[config.mk]
export PLATFORM = sky130hd
export DESIGN_NAME = frequency_operating_point_selector_core
export DESIGN_NICKNAME = d
export VERILOG_FILES = /design/src/sv/fops_pkg.sv /design/src/sv/frequency_operating_point_selector_core.sv
export SDC_FILE = /design/constraint.sdc
export NUM_CORES = 1
export LEC_CHECK = 0
export ABC_CLOCK_PERIOD_IN_PS = 11450
export BUFFER_PORTS_ARGS = -buffer_cell sky130_fd_sc_hd__buf_2
export CAP_MARGIN = 0
export CORE_MARGIN = 2
export CORE_UTILIZATION = 40
export CTS_CLUSTER_SIZE = 30
export DETAILED_ROUTE_END_ITERATION = 10
export HOLD_SLACK_MARGIN = 0.05
export PLACE_DENSITY = 0.58
export SYNTH_ARGS = -nofsm -noshare
export SYNTH_HDL_FRONTEND = slang
export SYNTH_SLANG_ARGS = --single-unit
[constraint.sdc]
create_clock -name clk -period 11.45 [get_ports clk]
set_clock_uncertainty 0.2 [all_clocks]
set_input_delay 2.29 -clock clk [delete_from_list [all_inputs] [get_ports clk]]
set_output_delay 2.29 -clock clk [all_outputs]
set_load 0.1 [all_outputs]
[src/sv/fops_pkg.sv]
// ----------------------------------------------------------------------------
// fops_pkg
// Types, codes and the control store of the frequency operating point
// selector.
// ----------------------------------------------------------------------------
`default_nettype none

package fops_pkg;

	localparam int TABLE_DEPTH_DEF = 16;
	localparam int FREQ_W          = 22;
	localparam int LEN_W           = 5;
	localparam int OUT_IDX_W       = 4;
	localparam int CFG_IDX_W       = 3;

	typedef logic [FREQ_W-1:0]    freq_t;
	typedef logic [LEN_W-1:0]     len_t;
	typedef logic [OUT_IDX_W-1:0] index_t;
	typedef logic [CFG_IDX_W-1:0] cfg_index_t;

	localparam freq_t FREQ_MAX = {FREQ_W{1'b1}};

	localparam cfg_index_t REG_POLICY_MIN   = 3'd0;
	localparam cfg_index_t REG_POLICY_MAX   = 3'd1;
	localparam cfg_index_t REG_QOS_MIN      = 3'd2;
	localparam cfg_index_t REG_QOS_MAX      = 3'd3;
	localparam cfg_index_t REG_TABLE_LENGTH = 3'd4;

	typedef enum logic [1:0] {
		MODE_LOAD    = 2'd0,
		MODE_REQUEST = 2'd1,
		MODE_SUSPEND = 2'd2,
		MODE_RESUME  = 2'd3
	} mode_t;

	typedef enum logic [1:0] {
		STATUS_OK       = 2'd0,
		STATUS_BUSY     = 2'd1,
		STATUS_NO_ENTRY = 2'd2
	} status_t;

	typedef struct packed {
		mode_t  mode;
		index_t entry_index;
		freq_t  freq_khz;
		logic   entry_invalid;
		logic   relation_high;
	} req_item_t;

	typedef struct packed {
		status_t status;
		index_t  chosen_index;
		freq_t   current_khz;
		logic    changed;
	} rsp_item_t;

	typedef struct packed {
		logic  invalid;
		freq_t freq;
	} entry_t;

	// microcode
	typedef enum logic [3:0] {
		OP_NOP,
		OP_ACCEPT,
		OP_LOAD,
		OP_CLAMP_LO,
		OP_CLAMP_HI,
		OP_SCAN,
		OP_DECIDE,
		OP_BUSY,
		OP_SAVE,
		OP_PARK,
		OP_RESTORE,
		OP_EMIT
	} uop_t;

	typedef enum logic [1:0] {
		W_NONE,
		W_INPUT,
		W_OUTPUT
	} uwait_t;

	typedef enum logic [2:0] {
		J_NEXT,
		J_GOTO,
		J_MODE,
		J_SUSP,
		J_EMPTY,
		J_MORE
	} ujump_t;

	typedef logic [3:0] upc_t;

	typedef struct packed {
		uop_t   op;
		uwait_t wait_sel;
		ujump_t jump;
		upc_t   target;
	} uword_t;

	localparam upc_t P_WAIT = 4'd0;
	localparam upc_t P_DISP = 4'd1;
	localparam upc_t P_LOAD = 4'd2;
	localparam upc_t P_REQ  = 4'd3;
	localparam upc_t P_CHI  = 4'd4;
	localparam upc_t P_SCAN = 4'd5;
	localparam upc_t P_LAST = 4'd6;
	localparam upc_t P_DEC  = 4'd7;
	localparam upc_t P_BUSY = 4'd8;
	localparam upc_t P_SUSP = 4'd9;
	localparam upc_t P_PARK = 4'd10;
	localparam upc_t P_RES  = 4'd11;
	localparam upc_t P_FIN  = 4'd12;

	function automatic uword_t ucode(input upc_t pc);
		uword_t w;
		w = '{op: OP_NOP, wait_sel: W_NONE, jump: J_GOTO, target: P_WAIT};
		case (pc)
			P_WAIT: w = '{op: OP_ACCEPT,   wait_sel: W_INPUT,  jump: J_NEXT,  target: P_WAIT};
			P_DISP: w = '{op: OP_NOP,      wait_sel: W_NONE,   jump: J_MODE,  target: P_WAIT};
			P_LOAD: w = '{op: OP_LOAD,     wait_sel: W_NONE,   jump: J_GOTO,  target: P_FIN};
			P_REQ:  w = '{op: OP_CLAMP_LO, wait_sel: W_NONE,   jump: J_SUSP,  target: P_BUSY};
			P_CHI:  w = '{op: OP_CLAMP_HI, wait_sel: W_NONE,   jump: J_EMPTY, target: P_DEC};
			P_SCAN: w = '{op: OP_SCAN,     wait_sel: W_NONE,   jump: J_MORE,  target: P_SCAN};
			P_LAST: w = '{op: OP_NOP,      wait_sel: W_NONE,   jump: J_NEXT,  target: P_WAIT};
			P_DEC:  w = '{op: OP_DECIDE,   wait_sel: W_NONE,   jump: J_GOTO,  target: P_FIN};
			P_BUSY: w = '{op: OP_BUSY,     wait_sel: W_NONE,   jump: J_GOTO,  target: P_FIN};
			P_SUSP: w = '{op: OP_SAVE,     wait_sel: W_NONE,   jump: J_NEXT,  target: P_WAIT};
			P_PARK: w = '{op: OP_PARK,     wait_sel: W_NONE,   jump: J_GOTO,  target: P_FIN};
			P_RES:  w = '{op: OP_RESTORE,  wait_sel: W_NONE,   jump: J_GOTO,  target: P_FIN};
			P_FIN:  w = '{op: OP_EMIT,     wait_sel: W_OUTPUT, jump: J_GOTO,  target: P_WAIT};
			default: w = '{op: OP_NOP,     wait_sel: W_NONE,   jump: J_GOTO,  target: P_WAIT};
		endcase
		return w;
	endfunction

	function automatic upc_t mode_target(input mode_t mode);
		upc_t t;
		case (mode)
			MODE_LOAD:    t = P_LOAD;
			MODE_REQUEST: t = P_REQ;
			MODE_SUSPEND: t = P_SUSP;
			MODE_RESUME:  t = P_RES;
			default:      t = P_WAIT;
		endcase
		return t;
	endfunction

endpackage

`default_nettype wire

[src/sv/frequency_operating_point_selector_core.sv]
// ----------------------------------------------------------------------------
// frequency_operating_point_selector_core
// Operating point table with request clamping, table search and
// suspend/resume, run by a small microprogram.
// ----------------------------------------------------------------------------
// One item is taken at a time and answered by exactly one result item. A
// normal request searches the table entries in use (the configured table
// length, capped at the table depth): the search reads one entry per cycle
// through the single read port of the table memory. The next item is
// accepted while the previous result still waits in the output register.
`default_nettype none

module frequency_operating_point_selector_core #(
	parameter int TABLE_DEPTH = fops_pkg::TABLE_DEPTH_DEF
) (
	input  wire                   clk,
	input  wire                   arst_n,
	input  wire                   req_valid,
	output logic                  req_stall,
	input  fops_pkg::req_item_t   req,
	output logic                  rsp_valid,
	input  wire                   rsp_stall,
	output fops_pkg::rsp_item_t   rsp,
	input  wire                   cfg_we,
	input  fops_pkg::cfg_index_t  cfg_index,
	input  fops_pkg::freq_t       cfg_data
);

	localparam int IDX_W = $clog2(TABLE_DEPTH);
	localparam int CNT_W = $clog2(TABLE_DEPTH + 1);

	// configuration
	fops_pkg::freq_t policy_min_q, policy_max_q, qos_min_q, qos_max_q;
	fops_pkg::len_t  table_length_q;

	// sequencer
	fops_pkg::upc_t   upc_q, upc_next;
	fops_pkg::uword_t uw;
	logic             req_accept, out_blocked, hold, jump_taken;

	// datapath
	fops_pkg::req_item_t item_q;
	fops_pkg::freq_t     target_q, current_q, saved_q, old_q;
	logic                suspended_q, high_q;
	fops_pkg::status_t   status_q;
	fops_pkg::index_t    chosen_q;
	logic [CNT_W-1:0]    cnt_q, n_used;
	logic [CNT_W:0]      cnt_inc;
	logic                have_best_q, have_alt_q;
	fops_pkg::freq_t     best_f_q, alt_f_q;
	logic [IDX_W-1:0]    best_i_q, alt_i_q;
	fops_pkg::freq_t     lo_a, hi_a;

	// table memory
	fops_pkg::entry_t    mem [TABLE_DEPTH];
	fops_pkg::entry_t    rd_s1;
	logic [IDX_W-1:0]    rd_addr;
	logic                cmp_valid_s1;
	logic [IDX_W-1:0]    cmp_idx_s1;

	logic                rsp_valid_q;
	fops_pkg::rsp_item_t rsp_q;

	assign uw          = fops_pkg::ucode(upc_q);
	assign req_stall   = (uw.op != fops_pkg::OP_ACCEPT);
	assign req_accept  = req_valid && !req_stall;
	assign out_blocked = rsp_valid_q && rsp_stall;
	assign rsp_valid   = rsp_valid_q;
	assign rsp         = rsp_q;

	assign n_used  = (table_length_q > TABLE_DEPTH) ? CNT_W'(TABLE_DEPTH)
	                                                : CNT_W'(table_length_q);
	assign cnt_inc = {1'b0, cnt_q} + 1'b1;

	always_comb begin
		hold = 1'b0;
		case (uw.wait_sel)
			fops_pkg::W_INPUT:  hold = !req_accept;
			fops_pkg::W_OUTPUT: hold = out_blocked;
			default:            hold = 1'b0;
		endcase
		jump_taken = 1'b0;
		case (uw.jump)
			fops_pkg::J_GOTO:  jump_taken = 1'b1;
			fops_pkg::J_SUSP:  jump_taken = suspended_q;
			fops_pkg::J_EMPTY: jump_taken = (n_used == '0);
			fops_pkg::J_MORE:  jump_taken = (cnt_inc < {1'b0, n_used});
			default:           jump_taken = 1'b0;
		endcase
		if (hold) begin
			upc_next = upc_q;
		end else if (uw.jump == fops_pkg::J_MODE) begin
			upc_next = fops_pkg::mode_target(item_q.mode);
		end else if (jump_taken) begin
			upc_next = uw.target;
		end else begin
			upc_next = upc_q + 1'b1;
		end
	end

	// clamp arithmetic
	always_comb begin
		lo_a = (item_q.freq_khz < policy_min_q) ? policy_min_q : item_q.freq_khz;
		if (lo_a < qos_min_q) begin
			lo_a = qos_min_q;
		end
		hi_a = (target_q > policy_max_q) ? policy_max_q : target_q;
		if (hi_a > qos_max_q) begin
			hi_a = qos_max_q;
		end
	end

	assign rd_addr = (uw.op == fops_pkg::OP_SAVE) ? '0 : cnt_q[IDX_W-1:0];

	always_ff @(posedge clk) begin
		if (uw.op == fops_pkg::OP_LOAD && {28'd0, item_q.entry_index} < TABLE_DEPTH) begin
			mem[IDX_W'(item_q.entry_index)] <= '{invalid: item_q.entry_invalid,
			                                    freq: item_q.freq_khz};
		end
		rd_s1 <= mem[rd_addr];
	end

	always_ff @(posedge clk or negedge arst_n) begin
		if (!arst_n) begin
			policy_min_q   <= '0;
			policy_max_q   <= fops_pkg::FREQ_MAX;
			qos_min_q      <= '0;
			qos_max_q      <= fops_pkg::FREQ_MAX;
			table_length_q <= '0;
		end else if (cfg_we) begin
			case (cfg_index)
				fops_pkg::REG_POLICY_MIN:   policy_min_q   <= cfg_data;
				fops_pkg::REG_POLICY_MAX:   policy_max_q   <= cfg_data;
				fops_pkg::REG_QOS_MIN:      qos_min_q      <= cfg_data;
				fops_pkg::REG_QOS_MAX:      qos_max_q      <= cfg_data;
				fops_pkg::REG_TABLE_LENGTH: table_length_q <= cfg_data[fops_pkg::LEN_W-1:0];
				default: ;
			endcase
		end
	end

	always_ff @(posedge clk or negedge arst_n) begin
		if (!arst_n) begin
			upc_q        <= fops_pkg::P_WAIT;
			current_q    <= '0;
			saved_q      <= '0;
			suspended_q  <= 1'b0;
			cmp_valid_s1 <= 1'b0;
			have_best_q  <= 1'b0;
			have_alt_q   <= 1'b0;
			rsp_valid_q  <= 1'b0;
		end else begin
			upc_q        <= upc_next;
			cmp_valid_s1 <= (uw.op == fops_pkg::OP_SCAN);

			// search compare on the entry read in the previous cycle
			if (cmp_valid_s1 && !rd_s1.invalid) begin
				if (high_q) begin
					if (rd_s1.freq <= target_q) begin
						if (!have_best_q || rd_s1.freq >= best_f_q) begin
							have_best_q <= 1'b1;
							best_f_q    <= rd_s1.freq;
							best_i_q    <= cmp_idx_s1;
						end
					end else if (!have_alt_q || rd_s1.freq <= alt_f_q) begin
						have_alt_q <= 1'b1;
						alt_f_q    <= rd_s1.freq;
						alt_i_q    <= cmp_idx_s1;
					end
				end else begin
					if (rd_s1.freq >= target_q) begin
						if (!have_best_q || rd_s1.freq <= best_f_q) begin
							have_best_q <= 1'b1;
							best_f_q    <= rd_s1.freq;
							best_i_q    <= cmp_idx_s1;
						end
					end else if (!have_alt_q || rd_s1.freq >= alt_f_q) begin
						have_alt_q <= 1'b1;
						alt_f_q    <= rd_s1.freq;
						alt_i_q    <= cmp_idx_s1;
					end
				end
			end

			case (uw.op)
				fops_pkg::OP_ACCEPT: begin
					if (req_accept) begin
						item_q   <= req;
						high_q   <= req.relation_high;
						old_q    <= current_q;
						status_q <= fops_pkg::STATUS_OK;
						chosen_q <= '0;
					end
				end
				fops_pkg::OP_CLAMP_LO: begin
					target_q    <= lo_a;
					cnt_q       <= '0;
					have_best_q <= 1'b0;
					have_alt_q  <= 1'b0;
				end
				fops_pkg::OP_CLAMP_HI: begin
					target_q <= hi_a;
				end
				fops_pkg::OP_SCAN: begin
					high_q     <= high_q || (target_q == policy_max_q)
					              || (target_q == qos_max_q);
					cmp_idx_s1 <= cnt_q[IDX_W-1:0];
					cnt_q      <= cnt_inc[CNT_W-1:0];
				end
				fops_pkg::OP_DECIDE: begin
					if (have_best_q) begin
						chosen_q  <= fops_pkg::index_t'(best_i_q);
						current_q <= best_f_q;
					end else if (have_alt_q) begin
						chosen_q  <= fops_pkg::index_t'(alt_i_q);
						current_q <= alt_f_q;
					end else begin
						status_q <= fops_pkg::STATUS_NO_ENTRY;
					end
				end
				fops_pkg::OP_BUSY: begin
					status_q <= fops_pkg::STATUS_BUSY;
				end
				fops_pkg::OP_SAVE: begin
					saved_q <= current_q;
				end
				fops_pkg::OP_PARK: begin
					current_q   <= rd_s1.freq;
					suspended_q <= 1'b1;
				end
				fops_pkg::OP_RESTORE: begin
					current_q   <= saved_q;
					suspended_q <= 1'b0;
				end
				default: ;
			endcase

			// output register
			if (uw.op == fops_pkg::OP_EMIT && !out_blocked) begin
				rsp_valid_q <= 1'b1;
				rsp_q       <= '{status: status_q, chosen_index: chosen_q,
				                 current_khz: current_q,
				                 changed: (current_q != old_q)};
			end else if (rsp_valid_q && !rsp_stall) begin
				rsp_valid_q <= 1'b0;
			end
		end
	end

endmodule

`default_nettype wire
After elaboration in Yosys (flattened, before gate mapping)

Memory sizes are Yosys's and may differ from the RTL's. A register that Yosys moved wholly into a read port is not among the register bits.
Index checks and enable logic that the tools add are counted.

ROM bits: 208
Register bits after elaboration: 316
Logic and storage cells: 210
Bits in writable memories: 368
Memories kept: 2
Input bits: 60

Muxes and demuxes: 65
Order comparisons: 12
Equality and inequality tests: 43
Reductions and logical operators: 54
Add/subtract/negate cells: 2

Memory list:

| name             | depth | bits a word | read ports | clocked after Yosys merged registers in | wr ports | RTL line                                      | text |
|---|---|---|---|---|---|---|---|
| mem              | 16    | 23          | 1          | 1                                       | 1        | frequency_operating_point_selector_core.sv:55 | `fops_pkg::entry_t mem [TABLE_DEPTH];` |
| (name not given) | 16    | 13          | 1          | 0                                       | 0        | fops_pkg.sv:119                               | `case (pc)` |

Operators by type and width:

| operator           | number |
|---|---|
| $mux 22            | 16 |
| $ge 22x22->1       | 3 |
| $le 22x22->1       | 3 |
| $pmux 22 s3        | 1 |
| $mux 4             | 16 |
| $eq 22x22->1       | 2 |
| $gt 22x22->1       | 2 |
| $lt 22x22->1       | 2 |
| $pmux 22 s2        | 1 |
| $ne 22x22->1       | 1 |
| $reduce_and 2->1   | 10 |
| $reduce_bool 2->1  | 10 |
| $mux 1             | 19 |
| $eq 4x3->1 const B | 4 |
| $eq 4x4->1 const B | 4 |
| $pmux 4 s4         | 1 |
| $reduce_and 5->1   | 3 |
| $reduce_bool 3->1  | 5 |
| $eq 3x2->1 const B | 4 |
| $reduce_and 6->1   | 2 |
| $ne 2x2->1 const B | 5 |
| $pmux 5 s2         | 1 |
| $eq 3x3->1 const B | 3 |
| $ne 3x1->1 const B | 3 |
| other kinds (27)   | 55 |

Logic depth before layout (Yosys ltp)

Depth after elaboration: 7
Gate-level depth with buffers: 19
Depth with buffers taken out: 17

Worst setup path before layout

Ideal clock, no wire load.

Kind: input to register
Start point: in req_valid
End point: reg item_q[10] (netlist name), enable pin
Path buffers: 0
Arrival: 4.617 ns
Data required time: 10.790 ns
Cell stages on the path: 2
Path slack: 6.173 ns
Path through: nand3_1 -> nor2_1

Word-level cells in the longest chain between the ends: 2

RTL lines:

| element                    | RTL line                                       | text |
|---|---|---|
| start: declaration         | frequency_operating_point_selector_core.sv:18  | `input wire req_valid,` |
| $logic_and 1x1->1          | frequency_operating_point_selector_core.sv:66  | `assign req_accept = req_valid && !req_stall;` |
| $reduce_and 3->1 (no line) | -                                              |  |
| end signal: assignment     | frequency_operating_point_selector_core.sv:188 | `item_q <= req;` |
| end: declaration           | frequency_operating_point_selector_core.sv:42  | `fops_pkg::req_item_t item_q;` |

Every way passes these cells.
A chain may end at the register's enable or synchronous reset.

Final worst setup path

Start point: reg upc_q[1]
End point: out req_stall

Word-level cells in the longest chain between the ends: 2

RTL lines:

| element                  | RTL line                                       | text |
|---|---|---|
| start: declaration       | frequency_operating_point_selector_core.sv:37  | `fops_pkg::upc_t upc_q, upc_next;` |
| start signal: assignment | frequency_operating_point_selector_core.sv:144 | `upc_q <= fops_pkg::P_WAIT;` |
| start signal: assignment | frequency_operating_point_selector_core.sv:153 | `upc_q <= upc_next;` |
| $mem_v2 16x13            | -                                              |  |
| $ne 4x1->1               | frequency_operating_point_selector_core.sv:65  | `assign req_stall = (uw.op != fops_pkg::OP_ACCEPT);` |
| end: declaration         | frequency_operating_point_selector_core.sv:19  | `output logic req_stall,` |

Every way passes these cells.

==> flow_metrics.tcl <==
set metrics [dict create \
    start_util_pct 40.54 \
    tns_ns 0 \
    dp_hpwl_um 58750 \
    cts_setup_buffers 0 \
    synth-async-reset-ratio_pct 20.65 \
    detail-route-antenna-nets 0 \
    period_needed_ns 6.151 \
    yosysSeqAreaShare_pct 62.04 \
    worstHoldStart "status_q[1]$_DFFE_PP_" \
    end_kind "primary output" \
    finalMaxSlewViolations 0 \
    nFillCells 7287 \
    antenna_cells 0 \
    core-area_um2 80810 \
    clockBufferDepth 3 \
    min_period_over_period_pct 53.72 \
    ir_worst_vdd_mv 0.1345 \
    grt_max_degree 91 \
    die_w_um 290.2 \
    cts_root_buf "clkbuf_16" \
    path_clk_slew_ns 0.06 \
    avgRoutedWirePerCell_um 22.62 \
    mostFrequentLayoutCells "edfxtp_1 (538), nand2_1 (404), o21ai_0 (184), inv_1 (171), ha_1 (162)" \
    postSynthCellCount 2724 \
    hold_path_depth 0 \
    grt_pass1_vias 22082 \
    grt_pass1_wl_um 136200 \
    cts_resized 0 \
    synth-seq-cells 707 \
    finish.net_count 3040 \
    critPathArrivalTime_ns 3.66 \
    rsz0062_at_grt "false" \
    power_density_nw_per_um2 263.1 \
    max_freq_mhz 162.6 \
    avgSynthCellArea_um2 12.03 \
    syn_nets 2946 \
    crit_start "upc_q[1]$_DFFE_PN0N_" \
    min_path_type "flop to flop" \
    layout-drive-gt1-share_pct 14.58 \
    cts-buffers-inserted 78 \
    hold_viol_final 0 \
    drtIter0Drc 2049 \
    postCtsHoldBufs 0 \
    r2r-start "policy_max_q[4]$_DFFE_PN1P_" \
    place_area_um2 34580 \
    antenna_found_initial 0 \
    cts_sinks 707 \
    synth_edf_count 538 \
    viasPerCell 5.607 \
    cp-start-kind "flop" \
    layout_commonest_cell "edfxtp_1" \
    p_leak_nw 13.95 \
    critPathKind "flop to primary output" \
    ys_types 63 \
    drc 0 \
    pin_count 91 \
    drt_pass1_iterations 6 \
    grt.overflow.total 0 \
    track_usage_pct 21.02 \
    setup_viol 0 \
    drv_cap 0 \
    synthFlopType "edfxtp_1" \
    gp_congestion 0.8954 \
    cts_tree "built" \
    cts.htree.levels 3 \
    area.growth.synth_to_final_pct 13.20 \
    die_height_um 290.2 \
    die-area_um2 84200 \
    insertion_delay_ns 0.63 \
    vias 22091 \
    ff2ff_path_depth 17 \
    cp.required_ns 8.96 \
    slew_headroom_pct 21.38 \
    status "finished clean" \
    ys_warn_count 0 \
    worst_slew_pin_slew_ns 1.176 \
    netlist_area_um2 32760 \
    routed_wl_um 89130 \
    rows 104 \
    postLayoutCellArea_um2 37080 \
    path_max_fanout 30 \
    port_buffers 90 \
]
[cell usage after synthesis (8+ instances only)]
master | count | area (um^2)
nand4_1 | 63 | 394.1
edfxtp_1 | 538 | 16160
a221o_1 | 22 | 220.2
o21ai_0 | 184 | 920.9
mux2_2 | 53 | 596.8
xor2_1 | 9 | 78.83
clkbuf_1 | 81 | 304.0
a21o_1 | 38 | 285.3
o221ai_1 | 23 | 201.4
nor2b_1 | 8 | 50.05
buf_1 | 14 | 52.55
a22o_1 | 22 | 192.7
ha_1 | 162 | 2027
mux2i_1 | 54 | 540.5
dfxtp_1 | 23 | 460.4
nor3_1 | 17 | 85.08
dfrtp_1 | 102 | 2552
a211oi_1 | 14 | 105.1
nand2b_1 | 12 | 75.07
buf_2 | 37 | 185.2
nand2_1 | 406 | 1524
a21oi_1 | 120 | 600.6
nand3_1 | 133 | 665.6
nor2_1 | 120 | 450.4
xnor2_1 | 40 | 350.3
o211ai_1 | 45 | 337.8
inv_1 | 171 | 641.9
o21ai_1 | 49 | 245.2
o22ai_1 | 25 | 156.4
dfstp_2 | 44 | 1156
mux4_2 | 27 | 608.1
[where the power goes]
| part | switching, W | internal (W) |
|---|---|---|
| registers | 0.000429 | 0.00328 |
| clock network | 0.00102 | 0.00144 |
| logic | 0.00231 | 0.00128 |
[sequential cells by signal, summed over array words and instances, names as in the netlist, 5 cells and up]
signal / flops
best_f_q: 22
cnt_q: 5
target_q: 22
item_q: 29
qos_min_q: 22
old_q: 22
rsp: 29
alt_f_q: 22
rd_s1: 23
policy_min_q: 22
saved_q: 22
qos_max_q: 22
policy_max_q: 22
table_length_q: 5
current_q: 22
mem: 368
[metal layers]
metal | vias to the layer above | global-route usage (%) | part of all wire, %
met5 | - | 0 | 0
met4 | 0 | 6.136 | 2.5
met3 | 154 | 2.684 | 5.3
met2 | 646 | 33.35 | 46
met1 | 11084 | 30.31 | 46
li1 | 10207 | - | -
[logic make-up after synthesis]
| logic type | Yosys count | synth area share, % |
|---|---|---|
| compound gates | 576 | 10.82 |
| buf+inv | 306 | 3.694 |
| fa+ha+maj | 162 | 6.188 |
| simple gates | 790 | 10.62 |
| xor+xnor | 49 | 1.310 |
| mux | 134 | 5.328 |
| flops | 707 | 62.04 |
[per-stage QoR]
stage | setup WS (ns) | hold slack, ns | utilization [%] | total power (W) | std cells
6_report | 5.299 | 0.2216 | 45.89 | 0.009756 | 3940
5_1_grt | 5.060 | 0.2257 | 45.89 | 0.01032 | 3940
4_1_cts | 5.309 | 0.2229 | 45.89 | 0.009790 | 3940
3_5_place_dp | 5.439 | 0.2045 | 42.80 | 0.007305 | 3798
3_3_place_gp | 5.656 | 0.2053 | 42.79 | 0.007206 | 3798
2_1_floorplan | 6.173 | 0.2003 | - | 0.006114 | 2724
[worst max-delay path, cell delays in order (launching register included)]
cell,delay [ns]
dfrtp_1,0.47
inv_1,0.25
ha_1,0.45
inv_1,0.13
mux4_2,0.46
buf_4,0.25
nor2_1,0.56
nand2_1,0.13
buf_2,0.32
[worst paths after layout]
kind	endpoint	slack (ns)
worst max-delay path	req_stall	5.30
min in group asynchronous	policy_min_q[9]$_DFFE_PN0P_	1.45
worst min-delay path	rsp[28]$_DFFE_PP_	0.22
max in group asynchronous	saved_q[18]$_DFFE_PN0P_	8.32
worst max register to register	target_q[11]$_DFFE_PP_	5.37
worst min register to register	rsp[28]$_DFFE_PP_	0.22
[final cells by class]
class,instances,area [um^2],area share (%)
Sequential cell,707,20320,54.81
Multi-Input combinational cell,1711,11390,30.73
Clock buffer,123,2327,6.276
Tap cell,1060,1326,3.577
Timing Repair Buffer,148,892.1,2.406
Inverter,172,645.6,1.741
Clock inverter,19,172.7,0.4656
Power figures use the tool's default switching activity.
